### src/srd_pkg.sv
// Shared types and constants for the segmented record deframer.
package srd_pkg;

  localparam int unsigned SegLenW  = 12;
  localparam int unsigned ByteW    = 8;
  localparam int unsigned StatusW  = 3;
  localparam int unsigned ApbAddrW = 3;
  localparam int unsigned ApbDataW = 32;

  localparam logic [SegLenW-1:0] SegLenReset  = 12'd2042;
  localparam logic [ByteW-1:0]   NewlineByte  = 8'h0A;
  localparam logic [ByteW-1:0]   LabelTypeMax = 8'd3;

  // Word index of each configuration register (byte address / 4)
  localparam logic [ApbAddrW-3:0] RegSegLen = 1'b0;

  typedef enum logic [1:0] {
    PhStart  = 2'd0,
    PhLabel  = 2'd1,
    PhFixed  = 2'd2,
    PhVaried = 2'd3
  } phase_e;

  typedef enum logic [StatusW-1:0] {
    StOk         = 3'd0,
    StLabelValue = 3'd1,
    StBadType    = 3'd2,
    StOverrun    = 3'd3,
    StEarlyEnd   = 3'd4,
    StHalted     = 3'd5
  } status_e;

  typedef enum logic {
    CmdByte = 1'b0,
    CmdEnd  = 1'b1
  } cmd_e;

endpackage

### src/srd_if.sv
// Valid/ready channel interfaces for the input requests and the result items.
interface srd_in_if;
  import srd_pkg::*;
  logic             valid;
  logic             ready;
  logic             command;
  logic [ByteW-1:0] stream_byte;

  modport source (output valid, output command, output stream_byte, input ready);
  modport sink   (input valid, input command, input stream_byte, output ready);
endinterface

interface srd_out_if;
  import srd_pkg::*;
  logic               valid;
  logic               ready;
  logic               payload_valid;
  logic [ByteW-1:0]   payload_byte;
  logic [StatusW-1:0] status;

  modport source (output valid, output payload_valid, output payload_byte, output status,
                  input ready);
  modport sink   (input valid, input payload_valid, input payload_byte, input status,
                  output ready);
endinterface

### src/srd_cfg_regs.sv
// APB configuration register block: holds segment_length.
module srd_cfg_regs (
  input  logic                           clk_i,
  input  logic                           rst_ni,
  input  logic                           psel,
  input  logic                           penable,
  input  logic                           pwrite,
  input  logic [srd_pkg::ApbAddrW-1:0]   paddr,
  input  logic [srd_pkg::ApbDataW-1:0]   pwdata,
  output logic [srd_pkg::ApbDataW-1:0]   prdata,
  output logic                           pready,
  output logic [srd_pkg::SegLenW-1:0]    seg_len_o
);
  import srd_pkg::*;

  logic [SegLenW-1:0]    seg_len_q;
  logic [ApbAddrW-3:0]   word_idx;
  logic                  wr_en;

  assign pready   = 1'b1;
  assign word_idx = paddr[ApbAddrW-1:2];
  assign wr_en    = psel && penable && pwrite && pready;

  // Register write; writes to unmapped words are dropped
  always_ff @(posedge clk_i or negedge rst_ni) begin
    if (!rst_ni) begin
      seg_len_q <= SegLenReset;
    end else if (wr_en && (word_idx == RegSegLen)) begin
      seg_len_q <= pwdata[SegLenW-1:0];
    end
  end

  // Read mux
  always_comb begin
    unique case (word_idx)
      RegSegLen: prdata = {{(ApbDataW-SegLenW){1'b0}}, seg_len_q};
      default:   prdata = '0;
    endcase
  end

  assign seg_len_o = seg_len_q;

endmodule

### src/srd_engine.sv
// Deframing engine: input register, label/segment state update, result register.
module srd_engine (
  input  logic                        clk_i,
  input  logic                        rst_ni,
  input  logic [srd_pkg::SegLenW-1:0] seg_len_i,
  srd_in_if.sink                      in_i,
  srd_out_if.source                   out_o
);
  import srd_pkg::*;

  // Input stage
  logic             in_valid_q;
  cmd_e             cmd_q;
  logic [ByteW-1:0] byte_q;

  // Framing state
  phase_e             phase_q, phase_d;
  logic               varied_q, varied_d;
  logic [SegLenW-1:0] left_q, left_d;
  logic               nl_q, nl_d;
  logic               halted_q, halted_d;

  // Result stage
  logic             out_valid_q;
  logic             pv_q;
  logic [ByteW-1:0] pb_q;
  status_e          st_q;

  logic             advance;
  logic             in_acc;
  phase_e           eff_phase;
  logic             eff_nl;
  logic             res_valid;
  logic [ByteW-1:0] res_byte;
  status_e          res_status;

  // Handshake: the input stage moves on when the result slot is free or drains
  assign advance     = in_valid_q && (!out_valid_q || out_o.ready);
  assign in_i.ready  = !in_valid_q || advance;
  assign in_acc      = in_i.valid && in_i.ready;

  always_ff @(posedge clk_i or negedge rst_ni) begin
    if (!rst_ni) begin
      in_valid_q <= 1'b0;
    end else if (in_acc) begin
      in_valid_q <= 1'b1;
    end else if (advance) begin
      in_valid_q <= 1'b0;
    end
  end

  always_ff @(posedge clk_i) begin
    if (in_acc) begin
      cmd_q  <= cmd_e'(in_i.command);
      byte_q <= in_i.stream_byte;
    end
  end

  // A used-up fixed segment behaves as start phase with a newline allowed
  always_comb begin
    if (phase_q == PhFixed && left_q == '0) begin
      eff_phase = PhStart;
      eff_nl    = 1'b1;
    end else begin
      eff_phase = phase_q;
      eff_nl    = nl_q;
    end
  end

  // Next state
  always_comb begin
    phase_d  = phase_q;
    varied_d = varied_q;
    left_d   = left_q;
    nl_d     = nl_q;
    halted_d = halted_q;
    if (!halted_q) begin
      if (cmd_q == CmdEnd) begin
        if ((phase_q == PhFixed && left_q != '0) || phase_q == PhLabel) begin
          halted_d = 1'b1;
        end else begin
          phase_d = PhStart;
          nl_d    = 1'b1;
        end
      end else begin
        phase_d = eff_phase;
        nl_d    = eff_nl;
        unique case (eff_phase)
          PhStart: begin
            nl_d = 1'b0;
            if (!(eff_nl && byte_q == NewlineByte)) begin
              if (byte_q > LabelTypeMax) begin
                halted_d = 1'b1;
              end else begin
                varied_d = byte_q[1];
                left_d   = seg_len_i;
                phase_d  = PhLabel;
              end
            end
          end
          PhLabel: begin
            if (byte_q != '0) begin
              halted_d = 1'b1;
            end else begin
              phase_d = varied_q ? PhVaried : PhFixed;
            end
          end
          default: begin
            if (left_q == '0) begin
              halted_d = 1'b1;
            end else begin
              left_d = left_q - 1'b1;
            end
          end
        endcase
      end
    end
  end

  // Result for the item in the input stage
  always_comb begin
    res_valid  = 1'b0;
    res_byte   = '0;
    res_status = StOk;
    if (halted_q) begin
      res_status = StHalted;
    end else if (cmd_q == CmdEnd) begin
      if ((phase_q == PhFixed && left_q != '0) || phase_q == PhLabel) begin
        res_status = StEarlyEnd;
      end
    end else begin
      unique case (eff_phase)
        PhStart: begin
          if (!(eff_nl && byte_q == NewlineByte) && byte_q > LabelTypeMax) begin
            res_status = StBadType;
          end
        end
        PhLabel: begin
          if (byte_q != '0) begin
            res_status = StLabelValue;
          end
        end
        default: begin
          if (left_q == '0) begin
            res_status = StOverrun;
          end else begin
            res_valid = 1'b1;
            res_byte  = byte_q;
          end
        end
      endcase
    end
  end

  // State registers
  always_ff @(posedge clk_i or negedge rst_ni) begin
    if (!rst_ni) begin
      phase_q  <= PhStart;
      varied_q <= 1'b0;
      left_q   <= '0;
      nl_q     <= 1'b0;
      halted_q <= 1'b0;
    end else if (advance) begin
      phase_q  <= phase_d;
      varied_q <= varied_d;
      left_q   <= left_d;
      nl_q     <= nl_d;
      halted_q <= halted_d;
    end
  end

  // Result register
  always_ff @(posedge clk_i or negedge rst_ni) begin
    if (!rst_ni) begin
      out_valid_q <= 1'b0;
    end else if (advance) begin
      out_valid_q <= 1'b1;
    end else if (out_o.ready) begin
      out_valid_q <= 1'b0;
    end
  end

  always_ff @(posedge clk_i) begin
    if (advance) begin
      pv_q <= res_valid;
      pb_q <= res_byte;
      st_q <= res_status;
    end
  end

  assign out_o.valid         = out_valid_q;
  assign out_o.payload_valid = pv_q;
  assign out_o.payload_byte  = pb_q;
  assign out_o.status        = st_q;

  // Once halted, the block stays halted until reset
  a_halt_sticky: assert property (@(posedge clk_i) disable iff (!rst_ni)
    halted_q |=> halted_q)
    else $error("halted flag cleared without reset");

  // Any error result sends the block into the halted state
  a_err_halts: assert property (@(posedge clk_i) disable iff (!rst_ni)
    (advance && res_status != StOk) |=> halted_q)
    else $error("error result without halt");

  // Payload bytes only come with an ok status
  a_payload_ok: assert property (@(posedge clk_i) disable iff (!rst_ni)
    (out_valid_q && pv_q) |-> (st_q == StOk))
    else $error("payload byte with error status");

  // An empty input stage always takes a request
  a_empty_ready: assert property (@(posedge clk_i) disable iff (!rst_ni)
    !in_valid_q |-> in_i.ready)
    else $error("input stage empty but not ready");

endmodule

### src/segmented_record_deframer.sv
// Top level of the segmented record deframer.
//
// Strips two-byte segment labels from a stream of record bytes. Each request
// is either one stream byte or an end-of-record command and yields exactly one
// result (payload byte flag, byte, status). The block takes one request per
// clock unless a full result register is not taken; each one passes through
// the input register and then the result register, with the framing state
// update computed between them. Results can back up one deep while the
// next request is already taken. After any error status the block answers
// every request with the halted status until reset. segment_length is written
// through the APB port at byte address 0 and must only change while idle.
module segmented_record_deframer (
  input  logic                          clk_i,
  input  logic                          rst_ni,
  input  logic                          psel,
  input  logic                          penable,
  input  logic                          pwrite,
  input  logic [srd_pkg::ApbAddrW-1:0]  paddr,
  input  logic [srd_pkg::ApbDataW-1:0]  pwdata,
  output logic [srd_pkg::ApbDataW-1:0]  prdata,
  output logic                          pready,
  srd_in_if.sink                        in_i,
  srd_out_if.source                     out_o
);
  import srd_pkg::*;

  logic [SegLenW-1:0] seg_len;

  // Configuration registers
  srd_cfg_regs u_cfg (
    .clk_i     (clk_i),
    .rst_ni    (rst_ni),
    .psel      (psel),
    .penable   (penable),
    .pwrite    (pwrite),
    .paddr     (paddr),
    .pwdata    (pwdata),
    .prdata    (prdata),
    .pready    (pready),
    .seg_len_o (seg_len)
  );

  // Deframing datapath
  srd_engine u_engine (
    .clk_i     (clk_i),
    .rst_ni    (rst_ni),
    .seg_len_i (seg_len),
    .in_i      (in_i),
    .out_o     (out_o)
  );

endmodule

### src/flat_wrapper.sv
// flat-port wrapper written by rule: the top's interface ports become plain ports
module segmented_record_deframer_flat import srd_pkg::*;
  (clk_i, rst_ni, psel, penable, pwrite, paddr, pwdata, prdata, pready, in_i_valid, in_i_command, in_i_stream_byte, in_i_ready, out_o_valid, out_o_payload_valid, out_o_payload_byte, out_o_status, out_o_ready);
  srd_in_if in_i_i ();
  srd_out_if out_o_i ();
  input  logic clk_i;
  input  logic rst_ni;
  input  logic psel;
  input  logic penable;
  input  logic pwrite;
  input  logic [srd_pkg::ApbAddrW-1:0] paddr;
  input  logic [srd_pkg::ApbDataW-1:0] pwdata;
  output logic [srd_pkg::ApbDataW-1:0] prdata;
  output logic pready;
  input wire logic [$bits(in_i_i.valid)-1:0] in_i_valid;
  input wire logic [$bits(in_i_i.command)-1:0] in_i_command;
  input wire logic [$bits(in_i_i.stream_byte)-1:0] in_i_stream_byte;
  output wire logic [$bits(in_i_i.ready)-1:0] in_i_ready;
  output wire logic [$bits(out_o_i.valid)-1:0] out_o_valid;
  output wire logic [$bits(out_o_i.payload_valid)-1:0] out_o_payload_valid;
  output wire logic [$bits(out_o_i.payload_byte)-1:0] out_o_payload_byte;
  output wire logic [$bits(out_o_i.status)-1:0] out_o_status;
  input wire logic [$bits(out_o_i.ready)-1:0] out_o_ready;
  assign in_i_i.valid = in_i_valid;
  assign in_i_i.command = in_i_command;
  assign in_i_i.stream_byte = in_i_stream_byte;
  assign in_i_ready = in_i_i.ready;
  assign out_o_valid = out_o_i.valid;
  assign out_o_payload_valid = out_o_i.payload_valid;
  assign out_o_payload_byte = out_o_i.payload_byte;
  assign out_o_status = out_o_i.status;
  assign out_o_i.ready = out_o_ready;
  segmented_record_deframer u_core (.clk_i(clk_i), .rst_ni(rst_ni), .psel(psel), .penable(penable), .pwrite(pwrite), .paddr(paddr), .pwdata(pwdata), .prdata(prdata), .pready(pready), .in_i(in_i_i), .out_o(out_o_i));
endmodule
### config.mk
export PLATFORM = sky130hd
export DESIGN_NAME = segmented_record_deframer_flat
export DESIGN_NICKNAME = d
export VERILOG_FILES = /design/src/srd_pkg.sv /design/src/srd_if.sv /design/src/srd_cfg_regs.sv /design/src/srd_engine.sv /design/src/segmented_record_deframer.sv /design/src/flat_wrapper.sv
export SDC_FILE = /design/constraint.sdc
export NUM_CORES = 1
export LEC_CHECK = 0
export ABC_AREA = 1
export BUFFER_PORTS_ARGS = -buffer_cell sky130_fd_sc_hd__buf_2
export CORE_MARGIN = 5
export CORE_UTILIZATION = 45
export CTS_CLUSTER_DIAMETER = 100
export CTS_CLUSTER_SIZE = 40
export DETAILED_ROUTE_END_ITERATION = 7
export PLACE_DENSITY = 0.81
export REMOVE_ABC_BUFFERS = 1
export SYNTH_ARGS = -nofsm -noshare
export SYNTH_HDL_FRONTEND = slang
export SYNTH_SLANG_ARGS = --single-unit
### constraint.sdc
create_clock -name clk_i -period 1.8 [get_ports clk_i]
set_clock_uncertainty 0.15 [all_clocks]
set_input_delay 0.18 -clock clk_i [delete_from_list [all_inputs] [get_ports clk_i]]
set_output_delay 0.18 -clock clk_i [all_outputs]
set_load 0.02 [all_outputs]
==> results.py, run 1 <==
metrics = {
    "status": {
        "status": "finished, final reports clean",
    },
    "setup_path": {
        "arrival_ns": 1.81,
        "endpoint_kind": "register",
        "cp_max_fo": 4,
        "path_class": "reg2reg",
        "cp_data_required_time_ns": 1.82,
        "start_kind": "register",
    },
    "die": {
        "dieArea_mm2": 0.00778,
        "die_w_um": 88.2,
        "ios": 98,
        "die_h_um": 88.2,
        "rows": 28,
        "initial_core_util_pct": 46.5,
        "core_mm2": 0.00592,
    },
    "yosys": {
        "synth-compound-area-share_pct": 7.18,
        "syn_area_per_cell_um2": 8.24,
        "ys_ff_latch": 52,
        "synth_xor_area_share_pct": 2.55,
        "ys.warnings.count": 0,
        "synth_top_family_by_area": "simple AND/OR/NAND/NOR gates",
        "syn_area_mm2": 0.00275,
        "yosys.area.top_type": "edfxtp_1",
        "synth.top_cells.by_area": "edfxtp_1, dfrtp_1, nand2_1",
        "synth_top_area_share_pct": 22.9,
        "synth.distinct_cells": 29,
        "synthMuxAreaShare_pct": 0,
        "ys_seq_area_share_pct": 51.5,
        "synthAdderAreaFrac_pct": 0.455,
        "syn_inst": 334,
        "synthSimpleGateAreaFrac_pct": 24.6,
    },
    "power_and_ir_drop": {
        "p_per_area_mw_per_mm2": 1350,
        "power.internal_mw": 2.84,
        "irDropWorstVdd_uv": 771,
        "comb_power_share_pct": 50.4,
        "swShare_pct": 41.3,
        "p_sw_mw": 2.00,
        "seq_power_share_pct": 35.4,
        "clockPowerShare_pct": 14.1,
        "p_leak_nw": 1.88,
    },
    "sta": {
        "final_max_slew_viol_count": 0,
        "setup_viol": 0,
        "slew_headroom_pct": 53.8,
        "period_share_pct": 99.6,
        "min_period_ns": 1.79,
        "rsz0062_at_grt": "yes",
        "setup_ws_ns": 0.00678,
        "max_freq_mhz": 558,
        "finalSetupTns_ns": 0,
        "finalHoldViolCount": 0,
        "worstMarginPinSlew_ns": 0.693,
    },
    "routing": {
        "wirelength_um": 6290,
        "wl_per_cell_um": 12.4,
        "drc": 0,
        "dr.pass1.iters": 4,
        "vias": 2376,
        "drtIter0Drc": 195,
        "ant_nets": 0,
        "vias_per_cell": 4.69,
    },
    "grt": {
        "grt_max_degree": 32,
        "gr-total-overflow": 0,
        "grt_usage_pct": 16.6,
        "antenna_found_initial": 0,
        "grt_pass1_wl_um": 10100,
        "first_global_vias": 2357,
    },
    "final_layout": {
        "layout.nets": 483,
        "final_cell_area_mm2": 0.00359,
        "num_antenna_cells": 0,
        "fill_cells": 459,
        "synthToLayoutAreaGrowth_pct": 30.4,
        "drive_gt1_share_pct": 28.7,
        "finalNonFillerCells": 507,
    },
    "placement": {
        "dp_hpwl_um": 4300,
        "gp_congestion": 0.908,
        "place_inst": 475,
        "postPlaceCellArea_mm2": 0.00316,
        "dp_slack_ns": -0.0595,
        "io_buffers": 54,
    },
    "job": {
        "drv_cap": 0,
    },
    "worst_hold_path": {
        "hp-class": "in2reg",
    },
    "cts": {
        "htreeDepth": 2,
        "clock-sinks": 52,
        "clkTransAtPathRegs_ns": 0.10,
        "cts_buffers": 5,
        "clk_latency_ns": 0.32,
        "cts_tree": "done",
        "cts_buffer_depth": 2,
        "clk_root_buffer_cell": "clkbuf_8",
    },
}
placed cells by master (no fill, tap or decap), types with 3 or more instances in the layout:
master / n
nand2_1: 80
buf_2: 54
nor2_1: 46
inv_1: 36
dlygate4sd3_1: 24
conb_1: 21
dfrtp_1: 21
edfxtp_1: 21
buf_4: 18
a21oi_1: 15
o21ai_0: 10
nand3_1: 9
dfstp_2: 9
o21ai_1: 7
inv_2: 6
nor2_4: 6
nand2_2: 5
xor2_1: 5
nand2_4: 5
clkbuf_8: 5
nor2_2: 4
nand4_1: 4
nor3_1: 3
xnor2_1: 3
buf_6: 3
state kept, by name, summed over array words and instances (netlist names):
| register | flops |
|---|---|
| u_core.u_engine.left_q | 12 |
| u_core.u_engine.phase_q | 2 |
| u_core.u_engine.out_o.valid | 1 |
| u_core.u_cfg.seg_len_o | 12 |
| u_core.u_engine.cmd_q | 1 |
| u_core.u_engine.nl_q | 1 |
| u_core.u_engine.in_valid_q | 1 |
| u_core.u_engine.out_o.payload_byte | 8 |
| u_core.u_engine.out_o.status | 3 |
| u_core.u_engine.byte_q | 8 |
| u_core.u_engine.out_o.payload_valid | 1 |
| u_core.u_engine.halted_q | 1 |
| u_core.u_engine.varied_q | 1 |
logic make-up (layout without fill, tap and decap cells):
logic type,after synthesis,count (layout)
simple gates,163,163
buf+inv,72,151
flops,52,52
compound gates,36,36
fa+ha+maj,1,1
other cells,2,21
xor+xnor,8,8
layer usage:
layer / global-route usage (%) / routed length (um) / up-vias
met3: 2.79 / 379 / 13
met4: 7.55 / 138 / 0
li1: - / - / 1191
met5: 0 / 0 / -
met2: 29.1 / 3150 / 92
met1: 19.8 / 2610 / 1080
cell usage after synthesis:
| library cell | count |
|---|---|
| nand2_1 | 85 |
| nor2_1 | 52 |
| inv_1 | 40 |
| buf_4 | 22 |
| dfrtp_1 | 22 |
| edfxtp_1 | 21 |
| a21oi_1 | 16 |
| o21ai_0 | 14 |
| dfstp_2 | 9 |
| nand3_1 | 9 |
| xor2_1 | 5 |
| clkbuf_1 | 4 |
| nand4_1 | 4 |
| inv_2 | 3 |
| nand2_2 | 3 |
| nor2_2 | 3 |
| nor3_1 | 3 |
| o21ai_1 | 3 |
| xnor2_1 | 3 |
| buf_6 | 2 |
| conb_1 | 2 |
| nand2_4 | 2 |
| a21oi_4 | 1 |
| buf_2 | 1 |
| ha_1 | 1 |
| nand3b_1 | 1 |
| nor2_4 | 1 |
| o2111ai_1 | 1 |
| o211ai_1 | 1 |
stage by stage:
step           total power, mW  hold WS (ns)  utilization, %
2_1_floorplan             3.14        -0.266               -
3_3_place_gp              3.75         0.104            53.3
3_5_place_dp              3.84         0.114            53.3
4_1_cts                   4.61         0.209            59.3
5_1_grt                   5.21         0.242            60.6
6_report                  4.84         0.219            60.6
power by group through the flow:
stage | logic, mW | registers, mW | clock network (mW)
floorplan | 1.38 | 1.76 | 0
global placement | 2.06 | 1.69 | 0
detailed placement | 2.15 | 1.69 | 0
CTS | 2.23 | 1.68 | 0.696
global route | 2.72 | 1.74 | 0.739
finish | 2.44 | 1.72 | 0.684
area by class of cell:
cell class	count	area, um^2	share of cell area [%]
Clock inverter	3	22.5	0.628
Sequential cell	52	1420	39.5
Timing Repair Buffer	100	699	19.5
Inverter	43	164	4.57
Multi-Input combinational cell	229	1120	31.2
Tap cell	75	93.8	2.62
Clock buffer	5	68.8	1.92
timing repair:
| action | 4_1_cts | 5_1_grt |
|---|---|---|
| gates resized for setup | 5 | 30 |
| setup buffers | 0 | 0 |
| hold buffers | 24 | 0 |
| setup endpoints to repair | 11 | 25 |
| cloned | 0 | 0 |
| hold endpoints to repair | 45 | 0 |
| pin swaps | 2 | 6 |
critical path, stage by stage (launching register included):
cell and delay (ns):
dfrtp_1 0.47, nor2_4 0.17, nand2_4 0.08, nor2_4 0.13, nand2_4 0.09, nand2_4 0.08, nand2_4 0.06, buf_6 0.13
nor2_4 0.08, nand2_2 0.06, a21oi_2 0.14
final timing paths:
| check | startpoint | endpoint | slack (ns) | cells after the start |
|---|---|---|---|---|
| min reg2reg | u_core.u_cfg.seg_len_o[10] | u_core.u_cfg.seg_len_o[10] | 0.34 | 2 |
| min in group asynchronous | rst_ni | u_core.u_engine.left_q[5] | 0.31 | 2 |
| max in group asynchronous | rst_ni | u_core.u_engine.left_q[4] | 0.71 | 2 |
| min | penable | u_core.u_cfg.seg_len_o[6] | 0.22 | 5 |
| max | u_core.u_engine.left_q[3] | u_core.u_engine.out_o.status[1] | 0.007 | 10 |
| max reg2reg | u_core.u_engine.left_q[3] | u_core.u_engine.out_o.status[1] | 0.007 | 10 |
Power figures use the tool's default switching activity.
==> run 2: changes to the inputs <==
--- a/config.mk
+++ b/config.mk
@@ -12,7 +12,7 @@
 export CTS_CLUSTER_DIAMETER = 100
 export CTS_CLUSTER_SIZE = 40
 export DETAILED_ROUTE_END_ITERATION = 7
-export PLACE_DENSITY = 0.81
+export PLACE_DENSITY = 0.76
 export REMOVE_ABC_BUFFERS = 1
 export SYNTH_ARGS = -nofsm -noshare
 export SYNTH_HDL_FRONTEND = slang
==> results.py, run 2 (same netlist as run 1, synthesis figures left out) <==
metrics = {
    "routing": {
        "wl_per_cell_um": 12.7,
        "vias": 2406,
        "dr.pass1.iters": 5,
        "drc": 0,
        "wirelength_um": 6480,
        "vias_per_cell": 4.72,
        "drtIter0Drc": 139,
        "ant_nets": 0,
    },
    "final_layout": {
        "seqCellArea_mm2": 0.00142,
        "layout.nets": 486,
        "fill_cells": 471,
        "drive_gt1_share_pct": 30.6,
        "layout_common_cells": "nand2_1, buf_2, nor2_1",
        "final_cell_area_mm2": 0.00365,
        "synthToLayoutAreaGrowth_pct": 32.7,
        "final_common_cell": "nand2_1",
        "num_antenna_cells": 0,
        "multi_input_area_mm2": 0.00114,
    },
    "placement": {
        "dp_hpwl_um": 4290,
        "io_buffers": 54,
        "dp_slack_ns": -0.0296,
        "postPlaceCellArea_mm2": 0.00315,
        "gp_congestion": 0.831,
    },
    "grt": {
        "grt_max_degree": 32,
        "antenna_found_initial": 0,
        "grt_usage_pct": 17.1,
        "grt_pass1_wl_um": 10500,
        "gr-total-overflow": 0,
        "first_global_vias": 2324,
    },
    "setup_path": {
        "cp_max_fo": 3,
        "arrival_ns": 1.73,
        "cp_num_buf_inv": 2,
        "cp_data_required_time_ns": 1.72,
        "start_kind": "register",
        "path_common_cell": "nand2_1",
        "max_stage_delay_ns": 0.41,
        "cp_cell_sequence": "inv_2 -> ha_4 -> nand2_4 -> nor2_4 -> buf_4 -> nand3_2 -> nand2_1 -> nand2_1 -> nand2_1 -> a21oi_2",
        "endpoint_kind": "register",
        "cp_slowest_cell": "dfrtp_1",
        "path_class": "reg2reg",
        "cp_top_family": "simple AND/OR/NAND/NOR gates",
    },
    "cts": {
        "cts_buffers": 5,
        "clkTransAtPathRegs_ns": 0.10,
        "clk_root_buffer_cell": "clkbuf_8",
        "clk_latency_ns": 0.30,
        "cts_tree": "done",
        "clock-sinks": 52,
        "htreeDepth": 2,
        "cts_buffer_depth": 2,
    },
    "power_and_ir_drop": {
        "p_per_area_mw_per_mm2": 1380,
        "p_total_mw": 5.03,
        "p_leak_nw": 1.91,
        "irDropWorstVdd_uv": 717,
    },
    "worst_hold_path": {
        "hp-class": "in2reg",
    },
    "die": {
        "rows": 28,
        "ios": 98,
        "core_mm2": 0.00592,
        "initial_core_util_pct": 46.5,
        "die_w_um": 88.2,
        "dieArea_mm2": 0.00778,
        "die_h_um": 88.2,
    },
    "sta": {
        "finalHoldViolCount": 0,
        "setup_ws_ns": -0.0101,
        "final_max_slew_viol_count": 0,
        "slew_headroom_pct": 52.5,
        "setup_viol": 1,
        "min_period_ns": 1.81,
        "max_freq_mhz": 552,
        "period_share_pct": 101,
        "worstMarginPinSlew_ns": 0.713,
        "rsz0062_at_grt": "yes",
    },
    "job": {
        "drv_cap": 0,
    },
    "status": {
        "status": "complete, but fails checks",
        "violations": "negative setup slack",
    },
}
[run 2: cell count changes in the layout (fill, tap and decap cells not counted), sizes merged]
cell | before | now
buf | 76 | 79
bufinv | 0 | 1
clkinv | 2 | 1
[run 2: layout make-up]
type / instances / share of cell area [%]
sequential: 52 / 38.8
tap: 75 / 2.57
inverter: 43 / 4.49
timing repair buffer: 103 / 19.7
clock inverter: 3 / 1.27
clock buffer: 5 / 1.88
multi-input combinational: 229 / 31.3
[run 2: final timing paths]
check                                                start                              end  slack, ns  depth (start not counted)
worst min-delay path                                pwrite        u_core.u_cfg.seg_len_o[8]       0.24                          4
max in group asynchronous                           rst_ni       u_core.u_engine.phase_q[0]       0.74                          2
worst min register to register  u_core.u_engine.left_q[10]       u_core.u_engine.left_q[10]       0.35                          2
worst max-delay path             u_core.u_engine.left_q[0]  u_core.u_engine.out_o.status[1]      -0.01                         10
min in group asynchronous                           rst_ni        u_core.u_engine.left_q[3]       0.30                          2
worst max register to register   u_core.u_engine.left_q[0]  u_core.u_engine.out_o.status[1]      -0.01                         10
[run 2: timing repair]
item / 4_1_cts / 5_1_grt
endpoints found under the setup margin: 15 / 26
gates resized for setup: 5 / 40
endpoints found under the hold margin: 45 / 0
pin swaps: 3 / 6
buffers inserted: 0 / 2
hold buffers: 24 / 0
[run 2: report_power, final]
part / switching (mW) / total [mW] / internal [mW]
Combinational: 1.45 / 2.52 / 1.08
Clock: 0.400 / 0.822 / 0.422
Sequential: 0.155 / 1.69 / 1.53
Total: 2.00 / 5.03 / 3.03
[run 2: worst reg2reg max path, cell delays in order (launching register included)]
cell     delay, ns
dfrtp_1       0.41
inv_2         0.08
ha_4          0.15
nand2_4       0.06
nor2_4        0.13
buf_4         0.15
nand3_2       0.09
nand2_1       0.12
nand2_1       0.09
nand2_1       0.09
a21oi_2       0.05
[run 2: through the flow]
step / hold slack, ns / utilization (%) / std cells / TNS [ns]
floorplan: -0.266 / - / 324 / -1.80
global placement: 0.106 / 53.3 / 476 / 0
detailed placement: 0.116 / 53.3 / 476 / -0.198
CTS: 0.222 / 59.5 / 508 / 0
global route: 0.286 / 61.7 / 510 / -0.400
finish: 0.238 / 61.7 / 510 / -0.0101
[run 2: layer usage]
| layer | global-route usage [%] | up-vias | part of all wire (%) |
|---|---|---|---|
| met3 | 2.33 | 10 | 5.7 |
| met4 | 5.49 | 0 | 1.8 |
| met2 | 30.4 | 91 | 52 |
| met5 | 0 | - | 0 |
| met1 | 21.7 | 1112 | 41 |
| li1 | - | 1193 | - |
==> run 3: changes to the inputs <==
--- a/config.mk
+++ b/config.mk
@@ -8,11 +8,11 @@
 export ABC_AREA = 1
 export BUFFER_PORTS_ARGS = -buffer_cell sky130_fd_sc_hd__buf_2
 export CORE_MARGIN = 5
-export CORE_UTILIZATION = 45
+export CORE_UTILIZATION = 40
 export CTS_CLUSTER_DIAMETER = 100
 export CTS_CLUSTER_SIZE = 40
 export DETAILED_ROUTE_END_ITERATION = 7
-export PLACE_DENSITY = 0.76
+export PLACE_DENSITY = 0.69
 export REMOVE_ABC_BUFFERS = 1
 export SYNTH_ARGS = -nofsm -noshare
 export SYNTH_HDL_FRONTEND = slang
==> results.py, run 3 (same netlist as run 1, synthesis figures left out) <==
metrics = {
    "status": {
        "status": "finished, final reports clean",
    },
    "placement": {
        "io_buffers": 54,
        "place_inst": 481,
        "dp_hpwl_um": 4200,
        "postPlaceCellArea_mm2": 0.00316,
        "dp_slack_ns": -0.0628,
        "gp_congestion": 0.875,
    },
    "sta": {
        "finalSetupTns_ns": 0,
        "setup_ws_ns": 0.0110,
        "finalHoldViolCount": 0,
        "rsz0062_at_grt": "yes",
        "max_freq_mhz": 559,
        "slew_headroom_pct": 53.5,
        "worstMarginPinSlew_ns": 0.697,
        "setup_viol": 0,
        "final_max_slew_viol_count": 0,
        "min_period_ns": 1.79,
        "whs_ns": 0.234,
        "period_share_pct": 99.4,
    },
    "grt": {
        "grt_pass1_wl_um": 10300,
        "gr-total-overflow": 0,
        "grt_max_degree": 32,
        "antenna_found_initial": 0,
        "first_global_vias": 2210,
        "grt_usage_pct": 15.0,
    },
    "job": {
        "drv_cap": 0,
    },
    "power_and_ir_drop": {
        "p_leak_nw": 1.90,
        "irDropWorstVdd_uv": 613,
        "p_total_mw": 4.87,
        "p_per_area_mw_per_mm2": 1340,
    },
    "final_layout": {
        "final_cell_area_mm2": 0.00365,
        "layout.nets": 487,
        "final_util_pct": 54.0,
        "final_common_cell": "nand2_1",
        "synthToLayoutAreaGrowth_pct": 32.5,
        "drive_gt1_share_pct": 30.0,
        "finalNonFillerCells": 516,
        "layout_common_cells": "nand2_1, buf_2, nor2_1",
        "multi_input_area_mm2": 0.00114,
        "num_antenna_cells": 0,
        "seqCellArea_mm2": 0.00142,
        "fill_cells": 605,
    },
    "setup_path": {
        "path_class": "reg2reg",
        "arrival_ns": 1.81,
        "cp_max_fo": 4,
        "endpoint_kind": "register",
        "start_kind": "register",
        "cp_data_required_time_ns": 1.83,
    },
    "routing": {
        "vias": 2345,
        "dr.pass1.iters": 4,
        "drtIter0Drc": 161,
        "drc": 0,
        "wl_per_cell_um": 12.0,
        "ant_nets": 0,
        "vias_per_cell": 4.54,
        "wirelength_um": 6170,
    },
    "cts": {
        "clock-sinks": 52,
        "cts_buffers": 5,
        "cts_tree": "done",
        "cts_buffer_depth": 2,
        "clkTransAtPathRegs_ns": 0.10,
        "htreeDepth": 2,
        "clk_latency_ns": 0.31,
        "clk_root_buffer_cell": "clkbuf_8",
    },
    "die": {
        "initial_core_util_pct": 40.7,
        "core_mm2": 0.00676,
        "die_w_um": 93.0,
        "die_h_um": 93.0,
        "ios": 98,
        "rows": 30,
        "dieArea_mm2": 0.00864,
    },
    "worst_hold_path": {
        "hp-class": "in2reg",
    },
}
[run 3: critical path: stages (launching register included)]
cell	delay, ns
dfrtp_1	0.45
nor2_4	0.18
nand2_4	0.07
nor2_4	0.13
nand2_4	0.09
nand2_4	0.09
nand2_4	0.07
buf_6	0.14
nor2_4	0.09
nand2_2	0.06
a21oi_2	0.13
[run 3: where the power goes]
group | switching [mW] | internal [mW] | total, mW
Sequential | 0.154 | 1.53 | 1.69
Clock | 0.418 | 0.283 | 0.701
Combinational | 1.41 | 1.08 | 2.48
Total | 1.98 | 2.89 | 4.87
[run 3: timing repair]
action	in CTS	in global routing
pin swaps	3	8
hold buffers	24	0
endpoints found under the setup margin	12	24
hold endpoints to repair	45	0
gates resized for setup	6	42
buffers inserted	1	2
[run 3: layout make-up]
cell class              count  area share [%]
clock buffers               5            1.89
inverters                  43            4.50
clock inverters             3           0.721
well taps                  80            2.75
repair buffers            104            20.1
multi-input cells         229            31.2
flip-flops and latches     52            38.9
[run 3: routing by layer]
layer | routed length (um) | global-route usage (%) | up-vias
met5 | 0 | 0 | -
met4 | 104 | 5.86 | 0
met3 | 289 | 2.60 | 11
met2 | 3150 | 24.9 | 62
met1 | 2620 | 19.3 | 1072
li1 | - | - | 1200
[run 3: path summary, 6_finish.rpt]
path	start	endpoint	slack [ns]	cells after the start
worst max-delay path	u_core.u_engine.left_q[2]	u_core.u_engine.out_o.status[1]	0.01	10
worst min-delay path	penable	u_core.u_cfg.seg_len_o[9]	0.23	4
worst max register to register	u_core.u_engine.left_q[2]	u_core.u_engine.out_o.status[1]	0.01	10
worst min register to register	u_core.u_cfg.seg_len_o[10]	u_core.u_cfg.seg_len_o[10]	0.34	2
max in group asynchronous	rst_ni	u_core.u_engine.left_q[7]	0.74	2
min in group asynchronous	rst_ni	u_core.u_engine.left_q[10]	0.31	2
